<file path="src/rtl/sle_ram.sv">
// Generic single write port, single read port RAM with registered read data.
// No dependencies.
module sle_ram #(
  parameter int unsigned Width = 8,
  parameter int unsigned Depth = 16
) (
  input  logic                     clk_i,
  input  logic                     we_i,
  input  logic [$clog2(Depth)-1:0] waddr_i,
  input  logic [Width-1:0]         wdata_i,
  input  logic [$clog2(Depth)-1:0] raddr_i,
  output logic [Width-1:0]         rdata_o
);

  logic [Width-1:0] mem [Depth];
  logic [Width-1:0] rdata_q;

  always_ff @(posedge clk_i) begin
    if (we_i) begin
      mem[waddr_i] <= wdata_i;
    end
    rdata_q <= mem[raddr_i];
  end

  assign rdata_o = rdata_q;

endmodule

</file>
<file path="config.mk">
export PLATFORM = sky130hd
export DESIGN_NAME = sle_ram
export DESIGN_NICKNAME = d
export VERILOG_FILES = /design/src/rtl/sle_ram.sv
export SDC_FILE = /design/constraint.sdc
export NUM_CORES = 1
export LEC_CHECK = 0
export ABC_AREA = 1
export BUFFER_PORTS_ARGS = -buffer_cell sky130_fd_sc_hd__buf_2
export CAP_MARGIN = 20
export CORE_MARGIN = 2
export CORE_UTILIZATION = 63
export CTS_BUF_LIST = sky130_fd_sc_hd__clkbuf_4
export CTS_CLUSTER_DIAMETER = 50
export DETAILED_ROUTE_END_ITERATION = 8
export HOLD_SLACK_MARGIN = 0.06
export PLACE_DENSITY_LB_ADDON = 0.08
export SYNTH_ARGS = -nofsm -noshare
export SYNTH_HDL_FRONTEND = slang
export SYNTH_SLANG_ARGS = --single-unit
</file>
<file path="constraint.sdc">
create_clock -name clk_i -period 1.16 [get_ports clk_i]
set_clock_uncertainty 0.05 [all_clocks]
set_input_delay 0.058 -clock clk_i [delete_from_list [all_inputs] [get_ports clk_i]]
set_output_delay 0.058 -clock clk_i [all_outputs]
set_load 0.005 [all_outputs]
</file>
# After elaboration in Yosys (flattened, before gate mapping)

Memories as Yosys holds them, arrays and structs flattened. A register that Yosys moved wholly into a read port is not among the register bits.
Cells that the tools add are included.

Register bits after elaboration: 0
Bits in latches: 0
Bits in writable memories: 128
ROM bits: 0
Bits of input ports: 18
Output and inout bits: 8
Memories: 1

Memory list:

| memory | depth | bits a word | rd ports | clocked after Yosys merged registers in | wr ports | RTL line | source |
|---|---|---|---|---|---|---|---|
| mem    | 16    | 8           | 1        | 1                                       | 1        | 15       | `logic [Width-1:0] mem [Depth];` |

$add $sub $neg: 0
Multiply operators: 0
Divide/modulo/power cells: 0
Magnitude comparators: 0
Equal/unequal tests: 0
Shift operators: 0
Multiplexer cells: 2
Bitwise gates (word level): 0
Reduce and logical (&&, ||, !) cells: 0

Operators by type and width:

| operator         | number |
|---|---|
| 1-bit 2-to-1 mux | 2 |

# Depth between registers and ports, before layout

Depth in word-level cells: 2
Gate-level depth with buffers: 8
Mapped depth without buffers: 7

# Worst setup path after synthesis

OpenSTA, ideal clock, no wires.

Path kind: input to register
Start point: input waddr_i[3]
End point: memory mem[4][0] (enable)
Library setup time: 370 ps
Arrival time: 639 ps
Required time: 740 ps
Path slack: 101 ps
Stages on the path: 2
Path buffers: 0
Path through: nand3b_1 -> nor2_1

RTL lines:

| what               | RTL line | source |
|---|---|---|
| start: declaration | 9        | `input logic [$clog2(Depth)-1:0] waddr_i,` |
| end: declaration   | 15       |  |

Straight into the memory's write port.

# Final worst setup path

Start point: register rdata_q[6] (netlist: rdata_o[6]), read port of mem
End point: output rdata_o[6]

RTL lines:

| what               | RTL line | source |
|---|---|---|
| start: declaration | 16       | `logic [Width-1:0] rdata_q;` |
| end: declaration   | 12       | `output logic [Width-1:0] rdata_o` |

No word-level cell between the ends.

==> flow_metrics.py <==
metrics = {
    "timing": {
        "rsz0062_at_grt": "false",
        "relSlewSlack_pct": 74.0,
        "max_slew.worst_pin.slew_ns": 0.390,
        "maxSlewViolCount": 0,
        "setup_viol": 0,
        "timing.final.crit_period_ns": 1.10,
        "whs_ns": 0.114,
        "final.period_utilization_pct": 94.7,
        "hold_viol_final": 0,
        "fmax_mhz": 910,
    },
    "pwr": {
        "p_seq_share_pct": 58.7,
        "vdd_drop_max_v": 0.000858,
        "power_frac_comb_pct": 7.7,
        "clkPwrFrac_pct": 33.6,
        "power_density_mw_per_mm2": 1440,
        "p_leak_nw": 2.87,
        "switchingPower_mw": 2.13,
        "p_int_mw": 7.26,
        "switching_share_pct": 22.7,
    },
    "cells_and_area": {
        "drive_above_1_share_pct": 13.9,
        "layout.nets": 625,
        "ff_latch_area_mm2": 0.00401,
        "stdcell_count": 729,
        "area_growth_pct": 13.4,
        "fillers": 638,
        "multi_input_area_mm2": 0.00123,
    },
    "clock_tree": {
        "clkTransAtPathRegs_ns": 0.11,
        "cts_made_buffers": 17,
        "clock_latency_ns": 0.52,
        "cts_root_buf": "clkbuf_4",
        "cts.sinks": 136,
        "cts_htree_levels": 4,
        "cts_tree": "yes",
        "clk_path_buf_depth": 2,
    },
    "critical_path": {
        "crit_path_end_kind": "output port",
        "crit_chain": "buf_2",
        "worst-r2r-setup-slack_ns": 0.06,
        "critical_path_class": "reg2out",
        "cp_data_required_time_ns": 1.05,
        "cpPeakStageDelay_ns": 0.37,
        "crit_path_top_delay_cell": "dfxtp_1",
        "path_max_fanout": 1,
        "cp.arrival_ns": 0.99,
        "crit_family": "flip-flops",
        "crit_path_start_kind": "flop",
        "cp_num_buf_inv": 1,
    },
    "drt": {
        "drtIter0Drc": 305,
        "routedWlPerCell_um": 16.5,
        "viasPerCell": 5.26,
        "drt_pre_antenna_iters": 7,
        "vias": 3831,
        "wirelength_um": 12000,
        "ant_nets": 0,
        "drcViolationCount": 0,
    },
    "run": {
        "maxCapViolCount": 0,
    },
    "yosys": {
        "synth_cells": 551,
        "synth-edff-count": 128,
        "avgSynthCellArea_um2": 10.5,
        "ys_ff_latch": 136,
        "ys_top_cells_by_count": "nand2_1, edfxtp_1, inv_1, nand3_1, nor2_1",
        "yosysMostFrequentCell": "nand2_1",
        "synth.distinct_cells": 12,
        "synth.cell_area_mm2": 0.00577,
        "synth.top_cells.by_area": "edfxtp_1, nand2_1, nand3_1",
        "yosys_warnings": 0,
        "async_reset_ff_share_pct": 0,
        "synth_top_cell_area_share_pct": 66.7,
        "ys_seq_area_share_pct": 69.4,
        "synth_nets": 569,
        "synth_top_flop_cell": "edfxtp_1",
        "yosysTopAreaCell": "edfxtp_1",
    },
    "floorplanning": {
        "core_mm2": 0.00881,
        "core.rowCount": 34,
        "die-area_mm2": 0.00994,
        "io-pin-count": 26,
        "initial_core_util_pct": 65.5,
        "fp.dieH_um": 99.7,
        "dieWidth_um": 99.7,
    },
    "placement": {
        "io_buffers": 25,
        "placed_cells": 685,
        "place_congestion": 0.879,
        "dp_hpwl_um": 7400,
    },
    "min_path": {
        "holdCritPathClass": "in2reg",
    },
    "outcome": {
        "outcome": "completed",
    },
    "global_routing": {
        "grt_pass1_vias": 3619,
        "grt_pass1_wl_um": 18900,
        "antenna_found_initial": 1,
        "grt_usage_pct": 26.4,
        "grt_max_degree": 48,
        "grt-ovfl-total": 0,
    },
}
[state kept, by name, summed over array words and instances (netlist names)]
signal   count
mem        128
rdata_o      8
[layer usage]
metal	wire length, um	track usage, %
met5	0	0
met4	360	12.3
met3	587	4.99
met2	5780	41.4
met1	5300	36.2
[timing repair]
action	in CTS	in global routing
endpoints found under the setup margin	0	4
hold endpoints to repair	142	0
resized for setup	0	4
hold buffers	11	0
buffers inserted	0	0
[layout make-up]
| type | instances | area share [%] |
|---|---|---|
| repair buffers | 61 | 7.43 |
| clock buffers | 19 | 2.18 |
| inverters | 102 | 5.86 |
| flip-flops and latches | 136 | 61.3 |
| well taps | 108 | 2.07 |
| clock inverters | 13 | 2.37 |
| multi-input cells | 289 | 18.8 |
| diodes | 1 | 0.0383 |
[final timing paths]
kind                   startpoint                 end  cells past startpoint
max            rdata_o[6]$_DFF_P_          rdata_o[6]                      1
max reg2reg   mem[5][4]$_DFFE_PP_  rdata_o[4]$_DFF_P_                      6
min                    raddr_i[1]  rdata_o[0]$_DFF_P_                      7
min reg2reg  mem[11][0]$_DFFE_PP_  rdata_o[0]$_DFF_P_                      6
[through the flow]
stage,worst slack (ns),util [%],area [um2],setup TNS [ns],total power [mW]
floorplan,0.101,-,5770,0,6.01
global placement,0.00309,69.4,6110,0,6.30
detailed placement,-0.0306,69.4,6110,-0.0306,6.32
CTS,0.0103,74.0,6520,0,9.47
global route,0.000318,74.2,6540,0,9.72
finish,0.0610,74.2,6540,0,9.40
[layout by cell type (no fill, tap or decap), drive strengths merged]
master         n
buf           50
bufinv         3
clkbuf        19
clkinv         5
clkinvlp       4
dfxtp          8
diode          1
dlygate4sd3   11
edfxtp       128
inv          103
nand2        173
nand3         97
nand3b         2
nor2          17
[cells by family after synthesis]
kind of cell  share of synthesized area [%]
buf+inv                                9.52
flops                                  69.4
simple gates                           21.0
[power groups by stage]
stage	clock [mW]	combinational [mW]	sequential, mW
3_5_place_dp	0	0.686	5.63
4_1_cts	3.23	0.719	5.52
6_report	3.16	0.720	5.52
3_3_place_gp	0	0.671	5.63
5_1_grt	3.39	0.800	5.53
2_1_floorplan	0	0.388	5.63
Note: power is estimated with default switching activity, not from simulation.
