**src/rtl/sle_pkg.sv**
```systemverilog
// Package for the sprite line evaluator: sizes, mode limits, FSM states and
// the packed sprite and cell records shared by the core and the cell unit.
// No dependencies.
package sle_pkg;

  localparam int unsigned MaxSpritesDef = 80;
  localparam int unsigned MaxCellsDef   = 40;

  localparam int unsigned SprWide    = 80;
  localparam int unsigned SprNarrow  = 64;
  localparam int unsigned CellWide   = 40;
  localparam int unsigned CellNarrow = 32;
  localparam logic [4:0]  PerLineWide   = 5'd20;
  localparam logic [4:0]  PerLineNarrow = 5'd16;

  // Screen Y and X are stored with an offset of 128.
  localparam logic [8:0] CoordOffset = 9'd128;
  // Minus 128 in ten bits, for the cell X output.
  localparam logic [9:0] XBias = 10'd896;

  typedef enum logic [2:0] {
    S_CLEAR,
    S_IDLE,
    S_RD,
    S_EVAL,
    S_CELL,
    S_FIN,
    S_ORD,
    S_OUT
  } sle_state_e;

  typedef struct packed {
    logic [10:0] tile;
    logic [8:0]  raw_x;
    logic [1:0]  pal;
    logic [1:0]  vc_m1;
    logic [1:0]  hc_m1;
    logic [1:0]  crow;
    logic [2:0]  prow;
    logic        hflip;
  } sle_sprite_t;

  typedef struct packed {
    logic [11:0] tile_index;
    logic [9:0]  cell_x;
    logic [1:0]  palette;
    logic [2:0]  pixel_row;
    logic        hflip;
  } sle_cell_t;

endpackage

```
**src/rtl/sle_cell_calc.sv**
```systemverilog
// Cell arithmetic unit: pattern number and screen X of one column of a sprite.
// Depends on sle_pkg.
module sle_cell_calc (
  input  sle_pkg::sle_sprite_t spr_i,
  input  logic [1:0]           col_i,
  output sle_pkg::sle_cell_t   cell_o
);
  import sle_pkg::*;

  logic [1:0] pcol;
  logic [2:0] vc;
  logic [4:0] prod;

  always_comb begin
    pcol = spr_i.hflip ? (spr_i.hc_m1 - col_i) : col_i;
    vc   = {1'b0, spr_i.vc_m1} + 3'd1;
    prod = {3'd0, pcol} * {2'd0, vc};
    cell_o.tile_index = {1'b0, spr_i.tile} + {7'd0, prod} + {10'd0, spr_i.crow};
    cell_o.cell_x     = {1'b0, spr_i.raw_x} + {5'd0, col_i, 3'd0} + XBias;
    cell_o.palette    = spr_i.pal;
    cell_o.pixel_row  = spr_i.prow;
    cell_o.hflip      = spr_i.hflip;
  end

endmodule
```
**config.mk**
```make
export PLATFORM = sky130hd
export DESIGN_NAME = sle_cell_calc
export DESIGN_NICKNAME = d
export VERILOG_FILES = /design/src/rtl/sle_pkg.sv /design/src/rtl/sle_cell_calc.sv
export SDC_FILE = /design/constraint.sdc
export NUM_CORES = 1
export LEC_CHECK = 0
export BUFFER_PORTS_ARGS = -buffer_cell sky130_fd_sc_hd__buf_2
export CAP_MARGIN = 0
export CORE_MARGIN = 2
export CORE_UTILIZATION = 44
export DETAILED_ROUTE_END_ITERATION = 7
export PLACE_DENSITY = 0.91
export SETUP_SLACK_MARGIN = 0.05
export SLEW_MARGIN = 20
export SYNTH_ARGS = -nofsm -noshare
export SYNTH_HDL_FRONTEND = slang
export SYNTH_SLANG_ARGS = --single-unit
```
**constraint.sdc**
```tcl
create_clock -name vclk -period 7.5
set_input_delay 0 -clock vclk [all_inputs]
set_output_delay 0 -clock vclk [all_outputs]
set_load 0.05 [all_outputs]
```
* Yosys cells after proc, flatten, opt, wreduce, memory -nomap -nowiden
Cells that the tools add are included.
** Operators by class
- Add/subtract/negate cells :: 6
- Multiply operators :: 1
- Divide/modulo/power cells :: 0
- $lt $le $gt $ge :: 0
- Eq/ne operators :: 0
- Shift operators :: 0
- Muxes and demuxes :: 1
- Bitwise gates (word level) :: 0
- Reductions and logical operators :: 0
** Operator list (number)
- $add 11x5->12 :: 1
- $add 12x2->12 :: 1
- $add 10x10->10 const B :: 1
- $add 9x5->10 :: 1
- $mul 2x3->5 :: 1
- $add 2x1->3 const B :: 1
- $mux 2 :: 1
- $sub 2x2->2 :: 1
** Storage, ports and cells
- Register bits :: 0
- Latch bits :: 0
- RAM bits :: 0
- Bits in read-only memories :: 0
- Output and inout bits :: 28
- Word-level logic and storage cells :: 8
- Memories :: 0

* Logic depth before layout (Yosys ltp)
- Word-level depth :: 5
- Mapped depth :: 16
- Gate-level depth less buffers :: 16

* Least setup slack after synthesis
Ideal clock, no wire load.
- Kind :: input to output
- Start :: input port spr_i[6] (netlist bit)
- End :: output port cell_o[25] (netlist bit)
- Arrival time :: 3710 ps
- Slack :: 3790 ps
- Stages :: 16
- Path buffers :: 0
- Cells stage by stage :: inv_1 -> ha_1 -> xor2_1 -> nand2_1 -> xnor2_1 -> or2_2 -> fa_1 -> fa_1 -> inv_1 -> ha_1 -> inv_1 -> fa_1 -> nand2b_1 -> a21oi_1 -> o211ai_1 -> xnor2_1
** RTL lines
- start: declaration :: RTL line sle_cell_calc.sv:4 : input sle_pkg::sle_sprite_t spr_i,
- end: declaration :: RTL line sle_cell_calc.sv:6 : output sle_pkg::sle_cell_t cell_o

==> tab_implementation.tex <==
\begin{tabular}{lr}
\hline
Metric & Value \\
\hline
\multicolumn{2}{l}{\textbf{Critical path}} \\
Crit path max fanout & 3 \\
Kind of end point of the critical path & output port \\
Critical Path Slowest Stage Cell & sky130\_fd\_sc\_hd\_\_fa\_1 \\
Cells along the critical path & buf\_2 > inv\_1 > ha\_1 > xor2\_1 > nand2\_1 > xnor2\_1 > or2\_2 > fa\_1 > fa\_1 > inv\_1 > ha\_1 > inv\_1 > fa\_1 > nand2b\_1 > a21oi\_1 > o211ai\_1 > xnor2\_1 > buf\_2 \\
Arr. time, crit path & 3.54 ns \\
Element type at the critical path start & input pin \\
Gate family responsible for the most delay along the worst path & adder cells \\
Category of the most critical setup path & in2out \\
Delay of the slowest cell on the worst path & 0.54 ns \\
Critical path required time & 7.50 ns \\
CP Buf/Inv Count & 5 \\
\multicolumn{2}{l}{\textbf{Synth}} \\
Post-synthesis cell count & 91 \\
Number of distinct library cells after synthesis & 22 \\
Synthesized area & 726 um\^{}2 \\
Average instance area after synthesis & 7.97 um\^{}2 \\
YS warnings & 0 \\
Post-synthesis sequential area ratio & 0 \\
Post-synth net total & 145 \\
\multicolumn{2}{l}{\textbf{Final layout}} \\
Most common library cell in the layout ignoring fill and taps & sky130\_fd\_sc\_hd\_\_buf\_2 \\
Fraction of final layout cells sized beyond drive strength 1 & 0.375 \\
Commonest cells after routing, fill and taps aside & sky130\_fd\_sc\_hd\_\_buf\_2, sky130\_fd\_sc\_hd\_\_ha\_1, sky130\_fd\_sc\_hd\_\_inv\_1, sky130\_fd\_sc\_hd\_\_xnor2\_1 \\
Final standard cell utilization of the core & 0.596 \\
Sequential cell area & 0 um\^{}2 \\
Number of sequential storage elements & 0 \\
Post-route design area & 908 um\^{}2 \\
Area growth, synth to finish & 25.2\% \\
\# clk buffers & 0 \\
Final nets & 184 \\
N\_diodes & 0 \\
\multicolumn{2}{l}{\textbf{Clock tree}} \\
\# hold bufs at CTS & 0 \\
Postcts setup bufs & 0 \\
Count of instances resized after the clock tree is built & 0 \\
\multicolumn{2}{l}{\textbf{Power and ir drop}} \\
Worst vdd rail ir drop & 0.0837 mV \\
Cell-internal power & 0.0490 mW \\
Leakage power & 0.533 nW \\
PwrDens & 186 nW/um\^{}2 \\
Clock Power Share & 0 \\
Share of power burned in combinational logic & 1.000 \\
Switching power total & 0.120 mW \\
Sw frac & 0.710 \\
Sequential Power Share & 0 \\
\multicolumn{2}{l}{\textbf{Placement}} \\
Total of buffers placed on input and output ports & 46 \\
Final weighted congestion of routability-driven global placement & 0.734 \\
Half-perimeter wire length after detailed placement & 1.45 mm \\
Post-place instance area & 908 um\^{}2 \\
\multicolumn{2}{l}{\textbf{Floorplanning}} \\
Die Y-Extent & 44.6 um \\
Area of the core & 1520 um\^{}2 \\
Top-level port count & 62 \\
Starting Density & 0.476 \\
Die extent in x & 44.6 um \\
Number of placement rows & 14 \\
Full die area & 1990 um\^{}2 \\
\multicolumn{2}{l}{\textbf{Routing}} \\
DR vias & 723 \\
Routed length per placed instance & 10.6 um \\
Detailed Routing Iterations Pass 1 & 3 \\
Remaining number of nets flagged by the antenna check after routing & 0 \\
DRC violation count after routing & 0 \\
Via-to-Cell Ratio & 5.02 \\
Count of routing violations after the opening detailed-route iteration & 4 \\
Overall routed net length & 1.53 mm \\
\multicolumn{2}{l}{\textbf{Timing}} \\
Unrepaired setup endpoints after global routing & false \\
Shortest period the worst path allows & 3.54 ns \\
Setup TNS Final & 0 ns \\
Fin Hold WS & 0.0000220 ns \\
Setup violators final & 0 \\
Max-slew headroom at the worst pin & 0.783 \\
Fin. max-slew vios & 0 \\
Endpoints failing hold & 0 \\
Final period util & 0.472 \\
Max Clk Rate & 0.283 GHz \\
Slew at the pin with the worst max-slew slack & 0.324 ns \\
\multicolumn{2}{l}{\textbf{GRT}} \\
GRT Residual Overflow & 0 \\
Maximum number of pins on one net before global-route repair & 6 \\
Antenna violations before repair & 0 \\
Global-route wire length before repair & 2.44 mm \\
All-Layer GR Usage & 0.156 \\
Via count of the first global-routing pass & 706 \\
\multicolumn{2}{l}{\textbf{Flow run}} \\
Max Cap Viol & 0 \\
\multicolumn{2}{l}{\textbf{Run status}} \\
Outcome & finished, final reports clean \\
\multicolumn{2}{l}{\textbf{Worst hold path}} \\
Class of the tightest hold or removal check & in2out \\
\hline
\end{tabular}
==> through the flow <==
stage	setup WS, ns	instances	total power [mW]
floorplan	3.79	91	0.146
global placement	4.06	144	0.166
detailed placement	3.94	144	0.171
CTS	3.95	144	0.171
global route	3.74	144	0.183
finish	3.96	144	0.169
==> cell usage after synthesis, types with 2 or more instances <==
library cell / count / area [um^2]
sky130_fd_sc_hd__buf_4: 9 / 67.6
sky130_fd_sc_hd__fa_1: 5 / 100
sky130_fd_sc_hd__and2_1: 2 / 12.5
sky130_fd_sc_hd__o211ai_1: 3 / 22.5
sky130_fd_sc_hd__nand3_1: 2 / 10.0
sky130_fd_sc_hd__inv_1: 14 / 52.6
sky130_fd_sc_hd__nand2_1: 4 / 15.0
sky130_fd_sc_hd__nand2b_1: 2 / 12.5
sky130_fd_sc_hd__a21o_1: 2 / 15.0
sky130_fd_sc_hd__nor2_1: 4 / 15.0
sky130_fd_sc_hd__xor2_1: 3 / 26.3
sky130_fd_sc_hd__a21oi_1: 5 / 25.0
sky130_fd_sc_hd__nor2b_1: 3 / 18.8
sky130_fd_sc_hd__xnor2_1: 11 / 96.3
sky130_fd_sc_hd__ha_1: 15 / 188
==> metal layers <==
layer | up-vias | routed length, um | share of wire | track usage
met5 | - | 0 | 0 | 0
met4 | 0 | 0 | 0 | 0.00606
met3 | 0 | 153 | 0.10 | 0.0204
met2 | 39 | 821 | 0.54 | 0.354
met1 | 319 | 550 | 0.36 | 0.144
li1 | 365 | - | - | -
==> logic make-up after synthesis <==
family / share of synthesized area
simple gates: 0.152
compound gates: 0.117
xor+xnor: 0.169
fa+ha+maj: 0.397
buf+inv: 0.166
==> path summary, 6_finish.rpt <==
check / start / end / depth (start not counted)
setup / recovery: spr_i[6] / cell_o[25] / 18
hold / removal: spr_i[3] / cell_o[3] / 0
==> final cells by class <==
| type | count | area [um^2] |
|---|---|---|
| Fill cell | 156 | 616 |
| Multi-Input combinational cell | 68 | 606 |
| Timing Repair Buffer | 46 | 230 |
| Inverter | 14 | 52.6 |
| Tap cell | 16 | 20.0 |
==> power groups by stage <==
stage                     Clock, mW  Sequential [mW]  Combinational (mW)
after floorplan                   0                0               0.146
after global placement            0                0               0.166
after detailed placement          0                0               0.171
after CTS                         0                0               0.171
after global routing              0                0               0.183
final                             0                0               0.169
(Power assumes the default switching activity.)
